### config.mk
export PLATFORM = sky130hd
export DESIGN_NAME = console_line_editor_flat
export DESIGN_NICKNAME = d
export VERILOG_FILES = /design/src/hdl/cle_pkg.sv /design/src/hdl/cle_if.sv /design/src/hdl/cle_front.sv /design/src/hdl/cle_queue.sv /design/src/hdl/cle_back.sv /design/src/hdl/console_line_editor.sv /design/src/flat_wrapper.sv
export SDC_FILE = /design/constraint.sdc
export NUM_CORES = 1
export LEC_CHECK = 0
export ABC_AREA = 1
export BUFFER_PORTS_ARGS = -buffer_cell sky130_fd_sc_hd__buf_4
export CAP_MARGIN = 10
export CORE_MARGIN = 2
export CORE_UTILIZATION = 45
export CTS_CLUSTER_DIAMETER = 40
export DETAILED_ROUTE_END_ITERATION = 16
export HOLD_SLACK_MARGIN = 0.15
export PLACE_DENSITY = 0.6
export SYNTH_ARGS = -nofsm -noshare
export SYNTH_HDL_FRONTEND = slang
export SYNTH_HIERARCHICAL = 1
export SYNTH_SLANG_ARGS = --single-unit
### constraint.sdc
create_clock -name clk -period 5.8 [get_ports clk]
set_input_delay 1.16 -clock clk [delete_from_list [all_inputs] [get_ports clk]]
set_output_delay 1.16 -clock clk [all_outputs]
set_load 0.02 [all_outputs]
### src/hdl/cle_pkg.sv
// Shared constants and types for the console line editor.
`default_nettype none
package cle_pkg;

    localparam int MAX_LINE = 256;
    localparam int CNT_W    = $clog2(MAX_LINE + 1);
    localparam int CHAR_W   = 8;
    localparam int IDX_W    = 8;
    localparam int LEN_W    = 9;
    localparam int DATA_W   = 32;
    localparam int PADDR_W  = 3;
    localparam int LIMIT_W  = 9;
    localparam int QUEUE_DEPTH = 4;
    localparam int QPTR_W   = $clog2(QUEUE_DEPTH);
    localparam int QCNT_W   = $clog2(QUEUE_DEPTH + 1);

    localparam logic [CHAR_W-1:0] CH_BS  = 8'h08;
    localparam logic [CHAR_W-1:0] CH_DEL = 8'h7F;
    localparam logic [CHAR_W-1:0] CH_LF  = 8'h0A;
    localparam logic [CHAR_W-1:0] CH_CR  = 8'h0D;
    localparam logic [CHAR_W-1:0] CH_SP  = 8'h20;

    localparam logic REG_LINE_LIMIT = 1'b0;
    localparam logic [LIMIT_W-1:0] LIMIT_RESET = LIMIT_W'(MAX_LINE);

    typedef struct packed {
        logic              echo_valid;
        logic [CHAR_W-1:0] echo_char;
        logic              store_valid;
        logic [IDX_W-1:0]  store_index;
        logic [CHAR_W-1:0] store_char;
        logic              line_done;
        logic [LEN_W-1:0]  line_length;
        logic              last_result;
    } result_t;

    typedef struct packed {
        logic    rubout;
        result_t result;
    } entry_t;

    typedef enum logic [1:0] {
        PH_FIRST,
        PH_SPACE,
        PH_LAST
    } phase_t;

endpackage
`default_nettype wire

### src/hdl/cle_if.sv
// Channel interfaces: received bytes in, editor results out.
`default_nettype none
interface cle_rx_if;
    logic       valid;
    logic       ready;
    logic [7:0] rx_char;

    modport source (output valid, output rx_char, input ready);
    modport sink   (input valid, input rx_char, output ready);
endinterface

interface cle_res_if;
    logic       valid;
    logic       ready;
    logic       echo_valid;
    logic [7:0] echo_char;
    logic       store_valid;
    logic [7:0] store_index;
    logic [7:0] store_char;
    logic       line_done;
    logic [8:0] line_length;
    logic       last_result;

    modport source (
        output valid, output echo_valid, output echo_char, output store_valid,
        output store_index, output store_char, output line_done,
        output line_length, output last_result, input ready
    );
    modport sink (
        input valid, input echo_valid, input echo_char, input store_valid,
        input store_index, input store_char, input line_done,
        input line_length, input last_result, output ready
    );
endinterface
`default_nettype wire

### src/hdl/cle_front.sv
// Front end: accept bytes, classify them, track the line count, build queue entries.
`default_nettype none
module cle_front (
    input  wire logic                         clk,
    input  wire logic                         rst_n,
    cle_rx_if.sink                            rx,
    input  wire logic [cle_pkg::LIMIT_W-1:0]  line_limit,
    input  wire logic                         q_full,
    output logic                              push,
    output cle_pkg::entry_t                   entry
);
    import cle_pkg::*;

    logic [CNT_W-1:0]   count_reg;
    logic [CNT_W-1:0]   count_next;
    logic [LIMIT_W-1:0] lim;
    logic [CNT_W:0]     sum;
    logic               is_bs;
    logic               is_nl;

    assign rx.ready = !q_full;
    assign push     = rx.valid && !q_full;

    assign is_bs = (rx.rx_char == CH_BS) || (rx.rx_char == CH_DEL);
    assign is_nl = (rx.rx_char == CH_LF) || (rx.rx_char == CH_CR);
    assign sum   = {1'b0, count_reg} + {{CNT_W{1'b0}}, 1'b1};

    always_comb
    begin
        if (line_limit == '0)
        begin
            lim = LIMIT_W'(1);
        end
        else if (line_limit > LIMIT_W'(MAX_LINE))
        begin
            lim = LIMIT_W'(MAX_LINE);
        end
        else
        begin
            lim = line_limit;
        end
    end

    always_comb
    begin
        entry                    = '0;
        entry.result.last_result = 1'b1;
        count_next               = count_reg;
        priority if (is_bs)
        begin
            if (count_reg != '0)
            begin
                entry.rubout = 1'b1;
                count_next   = count_reg - CNT_W'(1);
            end
        end
        else if (is_nl)
        begin
            entry.result.echo_valid  = 1'b1;
            entry.result.echo_char   = (rx.rx_char == CH_CR) ? CH_LF : CH_CR;
            entry.result.store_valid = 1'b1;
            entry.result.store_index = count_reg[IDX_W-1:0];
            entry.result.store_char  = CH_LF;
            entry.result.line_done   = 1'b1;
            entry.result.line_length = LEN_W'(sum);
            count_next               = '0;
        end
        else
        begin
            entry.result.echo_valid  = 1'b1;
            entry.result.echo_char   = rx.rx_char;
            entry.result.store_valid = 1'b1;
            entry.result.store_index = count_reg[IDX_W-1:0];
            entry.result.store_char  = rx.rx_char;
            if (sum >= {{(CNT_W+1-LIMIT_W){1'b0}}, lim})
            begin
                entry.result.line_done   = 1'b1;
                entry.result.line_length = LEN_W'(sum);
                count_next               = '0;
            end
            else
            begin
                count_next = sum[CNT_W-1:0];
            end
        end
    end

    always_ff @(posedge clk or negedge rst_n)
    begin
        if (!rst_n)
        begin
            count_reg <= '0;
        end
        else if (push)
        begin
            count_reg <= count_next;
        end
    end

endmodule
`default_nettype wire

### src/hdl/cle_queue.sv
// Short FIFO of classified entries between front and back end.
`default_nettype none
module cle_queue (
    input  wire logic            clk,
    input  wire logic            rst_n,
    input  wire logic            push,
    input  wire cle_pkg::entry_t push_entry,
    input  wire logic            pop,
    output logic                 full,
    output logic                 empty,
    output cle_pkg::entry_t      head
);
    import cle_pkg::*;

    entry_t              slot_reg [QUEUE_DEPTH];
    logic [QPTR_W-1:0]   wr_ptr_reg;
    logic [QPTR_W-1:0]   rd_ptr_reg;
    logic [QCNT_W-1:0]   cnt_reg;
    logic [QCNT_W-1:0]   cnt_next;

    assign full  = (cnt_reg == QCNT_W'(QUEUE_DEPTH));
    assign empty = (cnt_reg == '0);
    assign head  = slot_reg[rd_ptr_reg];

    always_comb
    begin
        cnt_next = cnt_reg;
        if (push && !pop)
        begin
            cnt_next = cnt_reg + QCNT_W'(1);
        end
        else if (pop && !push)
        begin
            cnt_next = cnt_reg - QCNT_W'(1);
        end
    end

    always_ff @(posedge clk or negedge rst_n)
    begin
        if (!rst_n)
        begin
            wr_ptr_reg <= '0;
            rd_ptr_reg <= '0;
            cnt_reg    <= '0;
        end
        else
        begin
            cnt_reg <= cnt_next;
            if (push)
            begin
                wr_ptr_reg <= wr_ptr_reg + QPTR_W'(1);
            end
            if (pop)
            begin
                rd_ptr_reg <= rd_ptr_reg + QPTR_W'(1);
            end
        end
    end

    always_ff @(posedge clk)
    begin
        if (push)
        begin
            slot_reg[wr_ptr_reg] <= push_entry;
        end
    end

endmodule
`default_nettype wire

### src/hdl/cle_back.sv
// Back end: expand queue entries into results and hold them in the output register.
`default_nettype none
module cle_back (
    input  wire logic            clk,
    input  wire logic            rst_n,
    input  wire logic            empty,
    input  wire cle_pkg::entry_t head,
    output logic                 pop,
    cle_res_if.source            res
);
    import cle_pkg::*;

    phase_t  phase_reg;
    phase_t  phase_next;
    result_t res_reg;
    result_t res_next;
    logic    valid_reg;
    logic    valid_next;
    logic    load;
    logic    take;

    assign load = !valid_reg || res.ready;
    assign take = load && !empty;

    always_comb
    begin
        phase_next = phase_reg;
        if (take && head.rubout)
        begin
            unique case (phase_reg)
                PH_FIRST: phase_next = PH_SPACE;
                PH_SPACE: phase_next = PH_LAST;
                PH_LAST:  phase_next = PH_FIRST;
                default:  phase_next = PH_FIRST;
            endcase
        end
    end

    always_comb
    begin
        res_next   = head.result;
        pop        = take;
        valid_next = load ? !empty : valid_reg;
        if (head.rubout)
        begin
            res_next            = '0;
            res_next.echo_valid = 1'b1;
            unique case (phase_reg)
                PH_FIRST:
                begin
                    res_next.echo_char = CH_BS;
                    pop                = 1'b0;
                end
                PH_SPACE:
                begin
                    res_next.echo_char = CH_SP;
                    pop                = 1'b0;
                end
                PH_LAST:
                begin
                    res_next.echo_char   = CH_BS;
                    res_next.last_result = 1'b1;
                end
                default:
                begin
                    res_next.echo_char = CH_BS;
                    pop                = 1'b0;
                end
            endcase
        end
    end

    always_ff @(posedge clk or negedge rst_n)
    begin
        if (!rst_n)
        begin
            phase_reg <= PH_FIRST;
            valid_reg <= 1'b0;
        end
        else
        begin
            phase_reg <= phase_next;
            valid_reg <= valid_next;
        end
    end

    always_ff @(posedge clk)
    begin
        if (take)
        begin
            res_reg <= res_next;
        end
    end

    assign res.valid       = valid_reg;
    assign res.echo_valid  = res_reg.echo_valid;
    assign res.echo_char   = res_reg.echo_char;
    assign res.store_valid = res_reg.store_valid;
    assign res.store_index = res_reg.store_index;
    assign res.store_char  = res_reg.store_char;
    assign res.line_done   = res_reg.line_done;
    assign res.line_length = res_reg.line_length;
    assign res.last_result = res_reg.last_result;

endmodule
`default_nettype wire

### src/hdl/console_line_editor.sv
// Console line editor top level: register port, front end, queue and back end.
//
// Usage: received console bytes arrive one transaction at a time on rx
// (valid/ready). Each byte yields one result on res, or three for a
// backspace that rubs out a character (backspace, space, backspace); the
// last result of a byte carries last_result. Results carry the echo byte
// and the line buffer write (index and byte) plus line_done/line_length
// when a line ends by newline or by reaching line_limit.
// A taken byte is queued, then its result is registered in the output register.
// Throughput: rx takes one byte per cycle while the four-entry queue has
// room; res issues one result per cycle while ready, so ordinary bytes
// stream at one per cycle and a rubout occupies the output for three results.
// line_limit sits at APB address 0 (reset 256, 0 acts as 1, above 256
// acts as 256); write it only while the block is idle.
// Reset clears the line count, empties the queue and clears the output valid flag.
// When res stalls, the output register holds its result and the queue
// fills; rx ready drops only once the queue is full.
`default_nettype none
module console_line_editor (
    input  wire logic                         clk,
    input  wire logic                         rst_n,
    cle_rx_if.sink                            rx,
    cle_res_if.source                         res,
    input  wire logic                         psel,
    input  wire logic                         penable,
    input  wire logic                         pwrite,
    input  wire logic [cle_pkg::PADDR_W-1:0]  paddr,
    input  wire logic [cle_pkg::DATA_W-1:0]   pwdata,
    output logic      [cle_pkg::DATA_W-1:0]   prdata,
    output logic                              pready
);
    import cle_pkg::*;

    logic [LIMIT_W-1:0] limit_reg;
    logic               cfg_wr;
    logic               q_full;
    logic               q_empty;
    logic               push;
    logic               pop;
    entry_t             push_entry;
    entry_t             head;

    assign pready = 1'b1;
    assign cfg_wr = psel && penable && pwrite && (paddr[2] == REG_LINE_LIMIT);

    always_comb
    begin
        prdata = '0;
        if (paddr[2] == REG_LINE_LIMIT)
        begin
            prdata = {{(DATA_W-LIMIT_W){1'b0}}, limit_reg};
        end
    end

    always_ff @(posedge clk or negedge rst_n)
    begin
        if (!rst_n)
        begin
            limit_reg <= LIMIT_RESET;
        end
        else if (cfg_wr)
        begin
            limit_reg <= pwdata[LIMIT_W-1:0];
        end
    end

    cle_front u_front (
        .clk        (clk),
        .rst_n      (rst_n),
        .rx         (rx),
        .line_limit (limit_reg),
        .q_full     (q_full),
        .push       (push),
        .entry      (push_entry)
    );

    cle_queue u_queue (
        .clk        (clk),
        .rst_n      (rst_n),
        .push       (push),
        .push_entry (push_entry),
        .pop        (pop),
        .full       (q_full),
        .empty      (q_empty),
        .head       (head)
    );

    cle_back u_back (
        .clk   (clk),
        .rst_n (rst_n),
        .empty (q_empty),
        .head  (head),
        .pop   (pop),
        .res   (res)
    );

    a_nonlast_is_echo: assert property (@(posedge clk) disable iff (!rst_n)
        res.valid && !res.last_result |-> res.echo_valid && !res.store_valid)
        else $error("non-final result without echo");

    a_done_length: assert property (@(posedge clk) disable iff (!rst_n)
        res.valid && res.line_done |->
            res.store_valid && (res.line_length == ({1'b0, res.store_index} + 9'd1)))
        else $error("line length does not match store index");

    a_rubout_continues: assert property (@(posedge clk) disable iff (!rst_n)
        res.valid && res.ready && !res.last_result |=> res.valid)
        else $error("rubout sequence broken");

endmodule
`default_nettype wire

### src/flat_wrapper.sv
// flat-port wrapper written by rule: the top's interface ports become plain ports
module console_line_editor_flat import cle_pkg::*;
  (clk, rst_n, psel, penable, pwrite, paddr, pwdata, prdata, pready, rx_valid, rx_rx_char, rx_ready, res_valid, res_echo_valid, res_echo_char, res_store_valid, res_store_index, res_store_char, res_line_done, res_line_length, res_last_result, res_ready);
  cle_rx_if rx_i ();
  cle_res_if res_i ();
  input  wire logic clk;
  input  wire logic rst_n;
  input  wire logic psel;
  input  wire logic penable;
  input  wire logic pwrite;
  input  wire logic [cle_pkg::PADDR_W-1:0] paddr;
  input  wire logic [cle_pkg::DATA_W-1:0] pwdata;
  output logic      [cle_pkg::DATA_W-1:0] prdata;
  output logic pready;
  input wire logic [$bits(rx_i.valid)-1:0] rx_valid;
  input wire logic [$bits(rx_i.rx_char)-1:0] rx_rx_char;
  output wire logic [$bits(rx_i.ready)-1:0] rx_ready;
  output wire logic [$bits(res_i.valid)-1:0] res_valid;
  output wire logic [$bits(res_i.echo_valid)-1:0] res_echo_valid;
  output wire logic [$bits(res_i.echo_char)-1:0] res_echo_char;
  output wire logic [$bits(res_i.store_valid)-1:0] res_store_valid;
  output wire logic [$bits(res_i.store_index)-1:0] res_store_index;
  output wire logic [$bits(res_i.store_char)-1:0] res_store_char;
  output wire logic [$bits(res_i.line_done)-1:0] res_line_done;
  output wire logic [$bits(res_i.line_length)-1:0] res_line_length;
  output wire logic [$bits(res_i.last_result)-1:0] res_last_result;
  input wire logic [$bits(res_i.ready)-1:0] res_ready;
  assign rx_i.valid = rx_valid;
  assign rx_i.rx_char = rx_rx_char;
  assign rx_ready = rx_i.ready;
  assign res_valid = res_i.valid;
  assign res_echo_valid = res_i.echo_valid;
  assign res_echo_char = res_i.echo_char;
  assign res_store_valid = res_i.store_valid;
  assign res_store_index = res_i.store_index;
  assign res_store_char = res_i.store_char;
  assign res_line_done = res_i.line_done;
  assign res_line_length = res_i.line_length;
  assign res_last_result = res_i.last_result;
  assign res_i.ready = res_ready;
  console_line_editor u_core (.clk(clk), .rst_n(rst_n), .rx(rx_i), .res(res_i), .psel(psel), .penable(penable), .pwrite(pwrite), .paddr(paddr), .pwdata(pwdata), .prdata(prdata), .pready(pready));
endmodule
Yosys cells after proc, flatten, opt, wreduce, memory -nomap -nowiden:

Memories as Yosys holds them, arrays and structs flattened.
Index checks and enable logic that the tools add are counted.

* bits in registers: 65
* bits in latches: 0
* bits in writable memories: 148
* bits in read-only memories: 0
* input port bits: 50
* output and inout bits: 72
* logic and storage cells: 78
* memories: 1

Memory list
* u_core.u_queue.slot_reg: depth 4, bits a word 37, rd ports 1, clocked after memory_dff 0, wr ports 1, line cle_queue.sv:15 `entry_t slot_reg [QUEUE_DEPTH];`

* add/subtract/negate cells: 6
* multipliers: 0
* divide/modulo/power cells: 0
* $lt $le $gt $ge: 2
* equal/unequal tests: 8
* shift-type cells: 0
* mux-type cells: 23
* bitwise logic cells: 1
* reduce and logical (&&, ||, !) cells: 22

Operator list (count)
* 36-bit 2-to-1 mux: 2
* 9-bit 2-to-1 mux: 7
* 35-bit 2-to-1 mux: 1
* 8-bit by 4-bit == test with 1-bit output, second input constant: 3
* 9-bit by 1-bit adder with 10-bit output, second input constant: 1
* 10-bit by 9-bit >= comparator with 1-bit output: 1
* 10-bit 2-to-1 mux: 1
* 9-bit greater-than comparator, second input constant: 1
* 9-bit zero test: 1
* 3-bit 2-to-1 mux: 3
* 9-bit nonzero test: 1
* 9-bit by 1-bit subtractor with 9-bit output, second input constant: 1
* 8-bit by 7-bit == test with 1-bit output, second input constant: 1
* 1-bit logical AND: 8
* 1-bit 2-to-1 mux: 7
* 6-bit 2-to-1 mux: 1
* 1-bit zero test: 5
* 2-bit by 1-bit adder with 2-bit output, second input constant: 2
* 2-bit case mux with 2 select lines: 1
* 3-bit by 1-bit adder with 3-bit output, second input constant: 1
* 3-bit == test, second input constant: 1
* 3-bit zero test: 1
* 1-bit logical OR: 3
* 3-bit by 1-bit subtractor with 3-bit output, second input constant: 1
* other kinds (7): 7

Logic depth before layout (Yosys ltp):

Gate-level depths: netlist of run 1.

* depth after elaboration: 8
* mapped depth: 19
* depth with buffers taken out: 19

Hierarchy:

Netlist of run 1, hierarchy kept.

Modules (own cells, without submodules)
* cle_queue: times used 1, cells each 491, area each 6595.1 um^2
* cle_back: times used 1, cells each 137, area each 1587.8 um^2
* cle_front: times used 1, cells each 243, area each 1517.7 um^2
* console_line_editor: times used 1, cells each 86, area each 648.1 um^2

Least setup slack after synthesis of run 1:

Ideal clock, no wire load.

* kind: input to register
* start point: input rx_valid
* end point: memory u_core/u_queue/slot_reg[1][0] (netlist bit) (enable)
* setup time: 393 ps
* data arrival time: 2491 ps
* setup slack: 2917 ps
* cell stages on the path: 5
* buffers on the path: 1
* cells stage by stage: inv_1 > nor2_1 > clkbuf_1 > nand2_1 > inv_1

* cells in the longest elaborated chain, start to end: 3

RTL lines
* from (decl): line flat_wrapper.sv:15 `input wire logic [$bits(rx_i.valid)-1:0] rx_valid;`
* 1-bit logical AND: line cle_front.sv:22 `assign push = rx.valid && !q_full;`
* via u_core.push: line console_line_editor.sv:38 `logic push;`
* 1-bit 2-to-1 mux: line cle_queue.sv:62 `if (push)`
* 1-bit 2-to-1 mux (not written as such): line cle_queue.sv:64 `slot_reg[wr_ptr_reg] <= push_entry;`
* to (decl): line cle_queue.sv:15

The timed path passes the listed nets, and every way through them passes these cells.

Worst setup path after layout of run 1:

* start point: input paddr[2] (netlist bit)
* end point: output prdata[2] (netlist bit)

* cells in the longest elaborated chain, start to end: 1

RTL lines
* from (decl): line flat_wrapper.sv:11 `input wire logic [cle_pkg::PADDR_W-1:0] paddr;`
* 9-bit 2-to-1 mux: line console_line_editor.sv:49 `if (paddr[2] == REG_LINE_LIMIT)`
* to (decl): line flat_wrapper.sv:13 `output logic [cle_pkg::DATA_W-1:0] prdata;`

No other way between the ends.

==> results of run 1 <==
## metal layers
layer  vias to the layer above  part of all wire (%)  wire length (um)
met5                         -                     0                 0
met4                         0                   2.3               431
met3                        32                   4.4               829
met2                       140                    48              8980
met1                      2880                    46              8640
li1                       3219                     -                 -
## power groups by stage
stage          combinational [W]  sequential (W)  clock, W
2_1_floorplan            0.00168         0.00269         0
3_3_place_gp             0.00229         0.00264         0
3_5_place_dp             0.00232         0.00265         0
4_1_cts                  0.00233         0.00262   0.00210
5_1_grt                  0.00259         0.00268   0.00217
6_report                 0.00228         0.00262   0.00205
## tightest hold or removal path: cells and delay by family, from the launching register on
family	cells	cell delay, ns
DFF	1	0.38
and+or+nand+nor	2	0.11
## final cells by class
class / count / area (sq um) / area share [%]
well taps: 285 / 357 / 2.95
multi-input cells: 517 / 2890 / 23.9
flip-flops and latches: 217 / 6380 / 52.9
clock buffers: 36 / 880 / 7.29
clock inverters: 25 / 297 / 2.46
repair buffers: 81 / 608 / 5.04
inverters: 176 / 661 / 5.47
## cell usage after synthesis, drive strengths merged (3+ instances only)
master	instances
nand4	5
edfxtp	189
ha	17
inv	176
buf	66
xor2	14
o211ai	76
nand3	23
a21oi	22
o21ai	5
dfrtp	27
nor3	12
nor2	90
clkbuf	3
nand2	217
conb	3
## cells by family after synthesis
kind of cell	Yosys count	synth area share (%)
compound gates	105	8.40
fa+ha+maj	18	2.25
other cells	3	0.109
buf+inv	245	11.3
flops	217	61.6
xor+xnor	15	1.27
simple gates	354	15.1
## path summary, 6_finish.rpt
check                                             from  slack [ns]  depth (start not counted)                            end
setup / recovery                              paddr[2]        3.06                          3                      prdata[2]
hold reg to reg                    u_core/limit_reg[8]        0.49                          2            u_core/limit_reg[8]
hold / removal                     u_core/limit_reg[8]        0.49                          2            u_core/limit_reg[8]
setup reg to reg           u_core/u_front/count_reg[2]        3.12                         14  u_core/u_queue/slot_reg[3][8]
max in group asynchronous                        rst_n        4.88                          1            u_core/limit_reg[8]
min in group asynchronous                        rst_n        0.59                          1      u_core/u_queue/cnt_reg[2]
## metrics by stage
stage | cell area [sq um] | setup WS, ns | utilization (%) | hold slack (ns) | total power, W
3_3_place_gp | 10900 | 2.70 | 48.1 | 0.468 | 0.00493
6_report | 12100 | 3.06 | 53.3 | 0.489 | 0.00695
5_1_grt | 12100 | 2.84 | 53.3 | 0.509 | 0.00743
4_1_cts | 12100 | 3.06 | 53.3 | 0.493 | 0.00704
3_5_place_dp | 10900 | 2.67 | 48.1 | 0.475 | 0.00497
2_1_floorplan | 10400 | 2.92 | - | 0.450 | 0.00437
==> impl_metrics.csv, run 1 <==
group,metric,value,unit
outcome,status,"finished, final reports clean",
placement,placed_cells,1276,
clocking,clock_latency,0.50,ns
critical_path,cpMostUsedCell,"buf_4",
finish,drive_above_1_share,20.3,%
detailed_routing,wire_per_inst,14.1,um
detailed_routing,drtPass1Iterations,4,
critical_path,cp_data_arrival_time,1.58,ns
floorplan,dieWidth,156,um
placement,dp_hpwl,11.2,mm
critical_path,worst-path-buf-inv,2,
yosys,ys_seq_area_share,61.6,%
finish,final_common_cell,"nand2_1",
power,switchingPower,0.00252,W
placement,routabilityCongestion,0.809,
power,power_frac_clock,29.6,%
critical_path,critPathRequiredTime,4.64,ns
critical_path,worstPathMaxFanout,10,
yosys,syn_inst,957,
global_route,use_met3,3.17,%
floorplan,ios,122,
placement,io_buffers,72,
detailed_routing,via_per_inst,4.69,
floorplan,num_rows,55,
detailed_routing,drc,0,
floorplan,core_area,22600,sq um
clocking,cts_resized,0,
sta,fin_worst_skew,0.0192,ns
clocking,post-cts-setup-buffers,0,
sta,rsz0062_at_grt,"false",
sta,fin_crit_sh,47.3,%
sta,finalHoldViolCount,0,
clocking,cts-htree-levels,2,
sta,fin_tns_setup,0,ns
critical_path,critPathKind,"in2out",
critical_path,path_cells,"buf_4 > nor2_1 > buf_4",
sta,setup_viol,0,
global_route,globalRouteMet2Util,26.0,%
yosys,ys_seq_elements,217,
global_route,antenna_found_initial,0,
finish,fin_cells,1337,
power,sw_frac_of_total,36.2,%
yosys,synth_edf_count,189,
detailed_routing,wirelength,18.9,mm
detailed_routing,antenna_left,0,
power,ir_drop,0.223,mV
critical_path,crit_slowest_cell,"buf_4",
global_route,grt_pass1_vias,5870,
yosys,ys.flop_type,"edfxtp_1",
clocking,cts_tree,"done",
critical_path,start_kind,"input pin",
run,cap_violations,0,
finish,mostFrequentLayoutCells,"205 x nand2_1, 189 x edfxtp_1, 164 x inv_1",
global_route,track_usage,16.0,%
yosys,synth_area,10300,sq um
min_path,worstHoldPathType,"reg2reg",
global_route,grt_pass1_wl,30.3,mm
detailed_routing,drt-initial-drc-count,411,
yosys,yosys.area.top_type,"edfxtp_1",
global_route,grt_max_degree,84,
critical_path,slowest_delay,0.16,ns
detailed_routing,num_vias,6271,
floorplan,die-area,24200,sq um
yosys,yosys_warnings,6,
power,power_density,576,nW/um^2
critical_path,cpLargestDelayFamily,"buffers and inverters",
power,combPwrFrac,32.8,%
floorplan,start_util,45.7,%
yosys,synthTopCellsByArea,"edfxtp_1 55%, nand2_1 7.4%, dfrtp_1 6.5%, inv_1 5.9%, o211ai_2 3.5%",
clocking,clockBufferDepth,3,
clocking,clockRootBuffer,"clkbuf_16",
yosys,synth_cell_types,43,
finish,num-fill-cells,1951,
power,p_int,0.00443,W
yosys,async_reset_ff_share,12.9,%
sta,worst_pin_slew,0.892,ns
clocking,cts_buffers,34,
clocking,cts_sinks,217,
finish,n_antenna_cell,0,
finish,nets,1095,
finish,area_growth,16.6,%
floorplan,die_height,156,um
power,seq_power_share,37.6,%
sta,max_freq,0.364,GHz
global_route,grt_most_used_layer,"met2",
global_route,overflow,0,
yosys,synth_area_per_cell,10.8,sq um
power,power.leakage,5.32,nW
sta,slew_violations,0,
yosys,yosys.area.top_type_share,54.8,%
clocking,hold_buffers,0,
clocking,clkTransAtPathRegs,0.05,ns
finish,largest_register_ffs,152,
sta,relSlewSlack,40.5,%
sta,period_needed,2.74,ns
critical_path,critPathCaptureType,"output pin",
global_route,grtUsageMet1,21.5,%
(Power assumes the default switching activity.)
==> inputs of run 2 (changes only) <==
Clock period 5.8 ns to 2.7 ns, I/O delays scaled along.
==> impl_metrics.csv, run 2 (synthesized netlist as in run 1, its figures left out) <==
group,metric,value,unit
critical_path,rrSetupSlack,0.25,ns
critical_path,cpMostUsedCell,"nand2_1",
finish,area_growth,17.8,%
clocking,clock_latency,0.50,ns
global_route,grt_max_degree,103,
detailed_routing,drt-met1-wl,8.54,mm
critical_path,endpoint,"u_core/u_queue/slot_reg[0][1]",
global_route,overflow,0,
finish,mostFrequentLayoutCells,"205 x nand2_1, 189 x edfxtp_1, 164 x inv_1",
critical_path,crit_start,"u_core/limit_reg[5]",
detailed_routing,drc,0,
critical_path,start_kind,"flop",
floorplan,dieWidth,156,um
detailed_routing,met3_length,1.00,mm
critical_path,worstPathMaxFanout,8,
sta,slew_violations,0,
global_route,grt_pass1_vias,6093,
sta,finalHoldViolCount,0,
sta,max_freq,0.408,GHz
floorplan,die_height,156,um
clocking,cts_buffers,34,
sta,period_needed,2.45,ns
sta,setup_viol,0,
placement,routabilityCongestion,0.813,
detailed_routing,highest_layer,"met4",
critical_path,cpLargestDelayFamily,"simple AND/OR/NAND/NOR gates",
global_route,track_usage,16.4,%
floorplan,num_rows,55,
finish,n_antenna_cell,0,
detailed_routing,wire_per_inst,14.4,um
run,cap_violations,0,
power,power.leakage,5.38,nW
critical_path,slowest_delay,0.42,ns
min_path,worstHoldPathType,"in2reg",
finish,nets,1105,
finish,num-fill-cells,1951,
clocking,clkTransAtPathRegs,0.05,ns
finish,final_common_cell,"nand2_1",
floorplan,die-area,24200,sq um
critical_path,cp.depth,17,
outcome,status,"finished, final reports clean",
critical_path,path_cells,"nor4_2 > nand2_1 > inv_1 > nor2_1 > inv_1 > nand2_1 > ha_1 > nand2_1 > inv_1 > a21oi_1 > nand2_1 > nand2_1 > nand2_1 > nand2_4 > nand2_4 > nand2_8 > nor2_2",
global_route,grt_pass1_wl,31.3,mm
sta,fin_worst_skew,0.0177,ns
sta,relSlewSlack,27.5,%
critical_path,critPathCaptureType,"flop",
critical_path,rr_startpoint,"u_core/limit_reg[5]",
clocking,cts_tree,"done",
critical_path,worst-path-buf-inv,3,
power,ir_drop,0.604,mV
critical_path,critPathRequiredTime,2.92,ns
global_route,antenna_found_initial,0,
finish,largest_register_ffs,152,
clocking,clockBufferDepth,3,
critical_path,crit_slowest_cell,"dfrtp_1",
clocking,cts_sinks,217,
min_path,hp-start,"pwdata[6]",
detailed_routing,num_vias,6399,
critical_path,r2r-end,"u_core/u_queue/slot_reg[0][1]",
floorplan,start_util,45.7,%
floorplan,core_area,22600,sq um
clocking,clockRootBuffer,"clkbuf_16",
clocking,cts-htree-levels,2,
sta,fin_crit_sh,90.9,%
sta,rsz0062_at_grt,"false",
detailed_routing,via_per_inst,4.75,
finish,drive_above_1_share,20.9,%
detailed_routing,drtPass1Iterations,5,
detailed_routing,wirelength,19.4,mm
power,finalPower,0.0150,W
placement,dp_hpwl,11.6,mm
sta,worst_pin_slew,1.09,ns
placement,io_buffers,72,
critical_path,r2r_cells,17,
detailed_routing,antenna_left,0,
critical_path,cp_data_arrival_time,2.68,ns
critical_path,critPathKind,"reg2reg",
detailed_routing,wl_met2,9.49,mm
detailed_routing,drt-initial-drc-count,341,
power,power_density,1230,nW/um^2
floorplan,ios,122,
sta,fin_tns_setup,0,ns
-- run 2: per-stage QoR --
stage | instance area, sq um | hold slack, ns | setup WS, ns | instances | utilization, %
after global placement | 11000 | 0.467 | 0.207 | 1284 | 48.6
after detailed placement | 11000 | 0.468 | 0.197 | 1284 | 48.6
final | 12200 | 0.282 | 0.247 | 1346 | 53.9
after CTS | 12200 | 0.263 | 0.176 | 1345 | 53.8
after global routing | 12200 | 0.266 | 0.00568 | 1346 | 53.9
after floorplan | 10400 | 0.244 | 0.405 | 979 | -
-- run 2: where the power goes --
group / switching (W) / internal [W] / total (W)
clock: 0.00154 / 0.00281 / 0.00435
sequential: 0.000400 / 0.00503 / 0.00543
combinational: 0.00348 / 0.00179 / 0.00527
total: 0.00541 / 0.00964 / 0.0150
-- run 2: final cells by class --
type	instances	area [sq um]	area share, %
Sequential cell	217	6380	52.3
Timing Repair Buffer	91	736	6.03
Inverter	176	661	5.42
Multi-Input combinational cell	517	2900	23.8
Clock inverter	21	215	1.76
Tap cell	285	357	2.92
Clock buffer	39	943	7.74
-- run 2: how the worst min path moves through the flow --
stage                                      to  slack, ns  depth (start not counted)
final                     u_core/limit_reg[6]       0.28                          3
after global routing      u_core/limit_reg[5]       0.27                          3
after CTS                 u_core/limit_reg[2]       0.26                          3
after detailed placement  u_core/limit_reg[8]       0.47                          2
after global placement    u_core/limit_reg[8]       0.47                          2
after floorplan           u_core/limit_reg[0]       0.24                          0
-- run 2: routing by layer --
layer | GRT usage [%] | vias up
met4 | 4.81 | 0
met1 | 21.1 | 2979
met3 | 3.42 | 30
met5 | 0 | -
met2 | 28.3 | 151
li1 | - | 3239
-- run 2: worst min-delay path: stages --
cell and delay, ns:
buf_4 0.08, nand3_1 0.06, nand2_1 0.06
-- run 2: timing repair --
item,in CTS,in global routing
hold endpoints to repair,27,0
endpoints found under the setup margin,0,37
gates resized for setup,0,3
hold buffers,1,0
setup buffers,0,1
